### config.mk
export PLATFORM = sky130hd
export DESIGN_NAME = fct_mac
export DESIGN_NICKNAME = d
export VERILOG_FILES = /design/src/rtl/fct_pkg.sv /design/src/rtl/fct_mac.sv
export SDC_FILE = /design/constraint.sdc
export NUM_CORES = 2
export LEC_CHECK = 0
export ABC_CLOCK_PERIOD_IN_PS = 10000
export BUFFER_PORTS_ARGS = -buffer_cell sky130_fd_sc_hd__buf_2
export CAP_MARGIN = 20
export CELL_PAD_IN_SITES_DETAIL_PLACEMENT = 0
export CELL_PAD_IN_SITES_GLOBAL_PLACEMENT = 1
export CORE_MARGIN = 1.5
export CORE_UTILIZATION = 50
export DETAILED_ROUTE_END_ITERATION = 7
export GPL_TIMING_DRIVEN = 0
export HOLD_SLACK_MARGIN = 0.12
export PLACE_DENSITY = 0.92
export SLEW_MARGIN = 0
export SYNTH_ARGS = -nofsm -noshare
export SYNTH_HDL_FRONTEND = slang
export SYNTH_SLANG_ARGS = --single-unit
### constraint.sdc
create_clock -name clk_i -period 10 [get_ports clk_i]
set_input_delay 2 -clock clk_i [delete_from_list [all_inputs] [get_ports clk_i]]
set_output_delay 2 -clock clk_i [all_outputs]
set_load 0.01 [all_outputs]
### src/rtl/fct_pkg.sv
`timescale 1ns / 1ps
package fct_pkg;

  localparam int PLANE_COUNT = 6;
  localparam int PLANE_W     = (PLANE_COUNT > 1) ? $clog2(PLANE_COUNT) : 1;
  localparam int IDX_W       = 3;
  localparam int NRM_W       = 18;
  localparam int CRD_W       = 32;
  localparam int EXT_W       = 31;
  localparam int FRAC_W      = 16;
  // doubled cube corner coordinate: 2*c +/- extent
  localparam int OPND_W      = 34;
  localparam int PROD_W      = NRM_W + OPND_W;
  localparam int ACC_W       = PROD_W + 4;

  typedef enum logic [1:0] {
    FUNC_WRITE  = 2'd0,
    FUNC_SPHERE = 2'd1,
    FUNC_CUBE   = 2'd2,
    FUNC_NONE   = 2'd3
  } func_e;

  typedef enum logic [2:0] {
    ST_IDLE,
    ST_MUL_X,
    ST_MUL_Y,
    ST_MUL_Z,
    ST_SUM,
    ST_DONE
  } state_e;

  // multiply-accumulate controls from the sequencer
  typedef struct packed {
    logic init;
    logic mul;
    logic acc;
  } mac_ctl_t;

  typedef struct packed {
    logic signed [NRM_W-1:0] nx;
    logic signed [NRM_W-1:0] ny;
    logic signed [NRM_W-1:0] nz;
    logic signed [CRD_W-1:0] d;
  } plane_t;

endpackage

### src/rtl/fct_mac.sv
`timescale 1ns / 1ps
module fct_mac import fct_pkg::*; (
  input  logic                    clk_i,
  input  mac_ctl_t                ctl_i,
  input  logic signed [ACC_W-1:0] init_i,
  input  logic signed [NRM_W-1:0] coef_i,
  input  logic signed [OPND_W-1:0] opnd_i,
  output logic signed [ACC_W-1:0] sum_o
);

  logic signed [PROD_W-1:0] prod_q;
  logic signed [ACC_W-1:0]  acc_q;

  // running sum plus the product in flight
  assign sum_o = acc_q + ACC_W'(prod_q);

  // one multiply per cycle while ctl_i.mul is set, registered before the add
  always_ff @(posedge clk_i) begin
    if (ctl_i.mul) begin
      prod_q <= PROD_W'(coef_i) * PROD_W'(opnd_i);
    end
    if (ctl_i.init) begin
      acc_q <= init_i;
    end else if (ctl_i.acc) begin
      acc_q <= sum_o;
    end
  end

endmodule

==> results.ini <==
[run_status]
status = completed

[synthesis]
synthMuxAreaShare = 0.0116
synth_ff_type = edfxtp_1
ys_seq_area_frac = 0.115
ys_top_cells_by_area = fa_1 (42%), edfxtp_1 (11%), inv_1 (8.8%), ha_1 (8.0%), nand2_1 (6.3%)
synth_compound_gate_area_share = 0.0822
synth_top_area_share = 0.415
yosys_warnings = 0
synth-async-reset-ratio = 0
avgSynthCellArea_um2 = 9.19
synth_fa_ha_area_frac = 0.495
synthesis.nets = 3950
synthXorXnorAreaFrac = 0.0329
synthSimpleGateAreaFrac = 0.155
synth_top_area_cell = fa_1
synthCells = 3072
syn_area_um2 = 28200
synth_edf_count = 108
synth_top_family_by_area = adder cells
synth-seq-cells = 108
yosysUniqueCellTypes = 76

[clock_tree]
clkLatencyLatePin_ps = 370
numCtsBuffers = 9
cts-root-buf = clkbuf_16
cts_tree = yes
clock-sinks = 108
clockBufferDepth = 2
htree_levels = 3
clk_pin_slew_worst_paths_ps = 70
postCtsSetupRepairBufs = 0

[sta]
worstMarginPinSlew_ps = 1140
fin_tns_setup_ps = 0
holdWs_ps = 735
rsz0062_at_grt = no
fin_skew_ps = 14.4
final_max_slew_viol_count = 0
fmax_ghz = 0.103
slew_headroom = 0.239
hold_viol_final = 0
worst_slack_ps = 276
setup_viol = 0
min_period_over_period = 0.972
period_minus_slack_ps = 9720

[worst_setup_path]
cp_data_required_time_ps = 10110
worstPathCellList = clkbuf_1 > clkbuf_1 > nand2_1 > fa_1 > inv_1 > fa_1 > fa_1 > fa_1 > fa_1 > inv_1 > fa_1 > inv_1 > ha_1 > nand3_1 > nor3_1 > nand4_1 > o31ai_1 > o31ai_1 > and3_1 > o21ai_0 > a211oi_1 > o21bai_1 > xnor2_1
end_kind = register
path_common_cell = fa_1
reg2reg_slack_ps = 5870
critPathKind = input port to register
r2r_cells = 13
r2r_end = acc_q[38]
worstPathArrival_ps = 9840
setup.worst_path.start_class = input port
r2r-start = prod_q[0]
slowest_stage = clkbuf_1
cp_max_fo = 10
max_stage_delay_ps = 810

[floorplanning]
row_count = 86
die_area_um2 = 57900
fp.coreArea_um2 = 55400
dieWidth_um = 241
pin_count = 168
die_h_um = 241
start_util = 0.510

[run]
maxCapViolCount = 0

[placed_design]
place_hpwl_mm = 69.7
io_buffers = 147
dpl_worst_slack_ps = 18.1
place_inst = 3967
globalplace.congestion = 0.993

[drt]
dr.pass1.iters = 7
vias = 21800
routedWlPerCell_um = 21.1
drt_drc_violations_left = 0
drt-total-wl_mm = 84.2
drt-initial-drc-count = 1783
ant_nets = 0
avgViaCountPerCell = 5.46

[worst_hold_path]
worstHoldEndpoint = acc_q[0]
whs_path_depth = 2
min_from = acc_q[0]
hp-class = register to register

[layout]
syn2layout_area_growth_pct = 7.02
drive_gt1_frac = 0.0701
most-common-layout-cells = inv_1 (662), fa_1 (586), nand2_1 (472)
layout.nets = 4109
final_cells = 3985
layout_commonest_cell = inv_1

[global_routing]
grt.total_usage = 0.297
grt_max_degree = 57
grt_pass1_vias = 22200
antenna_found_initial = 2
grt_pass1_wl_mm = 128
overflow = 0

## area by class of cell
| type | count | area, um2 |
|---|---|---|
| antenna | 1 | 2.50 |
| tap | 748 | 936 |
| buffer | 147 | 566 |
| sequential | 108 | 3240 |
| timing repair buffer | 148 | 756 |
| clock buffer | 9 | 225 |
| multi-input combinational | 2154 | 21900 |
| fill | 5095 | 25200 |
| inverter | 663 | 2490 |
| clock inverter | 7 | 58.8 |
## repair_timing
| action | 4_1_cts | 5_1_grt |
|---|---|---|
| gates resized for setup | 0 | 3 |
| hold buffers | 0 | 0 |
| endpoints found under the setup margin | 0 | 1 |
## worst max-delay path, delay by kind of cell
family | cells | cell delay, ps
adder cells (fa/ha/maj) | 7 | 3490
AO/OA/AOI/OAI | 5 | 1700
buffers and inverters | 5 | 1430
AND/OR/NAND/NOR | 5 | 1100
XOR/XNOR | 1 | 90
## synth_stat cells, types with 21 or more instances
cell type  count
a21o_1        52
a21oi_1      111
and2_1       235
clkbuf_1     139
edfxtp_1     108
fa_1         586
ha_1         180
inv_1        662
mux2_2        29
nand2_1      472
nand3_1       23
nand4_1       23
nor2_1        50
nor2b_1       35
o21ai_0       50
o21bai_1      21
xnor2_1       76
xor2_1        30
## registers in the layout, summed over array words and instances, names as in the netlist
name and cells:
prod_q 52, acc_q 56
## how the worst max path moves through the flow
stage / startpoint / endpoint / slack, ps / depth (start not counted)
after floorplan: opnd_i[18] / prod_q[50] / 1720 / 21
after global placement: coef_i[9] / prod_q[51] / 20 / 23
after detailed placement: coef_i[9] / prod_q[51] / 20 / 23
after CTS: coef_i[9] / prod_q[51] / 390 / 23
after global routing: opnd_i[19] / prod_q[51] / 60 / 23
final: coef_i[9] / prod_q[51] / 280 / 23
## metal layers
| metal | vias up | routed length, um | track usage |
|---|---|---|---|
| met4 | 2 | 3820 | 0.119 |
| li1 | 9692 | - | - |
| met2 | 1125 | 37600 | 0.471 |
| met1 | 10700 | 34000 | 0.398 |
| met5 | - | 10 | 0 |
| met3 | 188 | 8750 | 0.0657 |
## logic make-up (layout without fill, tap and decap cells)
| logic type | after synthesis | count (layout) |
|---|---|---|
| AO/OA/AOI/OAI | 341 | 341 |
| XOR/XNOR | 106 | 106 |
| adder cells (fa/ha/maj) | 766 | 766 |
| buffers and inverters | 810 | 974 |
| flip-flops | 108 | 108 |
| multiplexers | 29 | 29 |
| other | 0 | 1 |
| AND/OR/NAND/NOR | 912 | 912 |
## through the flow
step | area [um2] | util
2_1_floorplan | 28200 | -
3_3_place_gp | 29900 | 0.540
3_5_place_dp | 29900 | 0.540
4_1_cts | 30200 | 0.545
5_1_grt | 30200 | 0.545
6_report | 30200 | 0.545
Power is not shown: default switching activity piles up to over one toggle a cycle in this logic, so the estimate is an artifact.
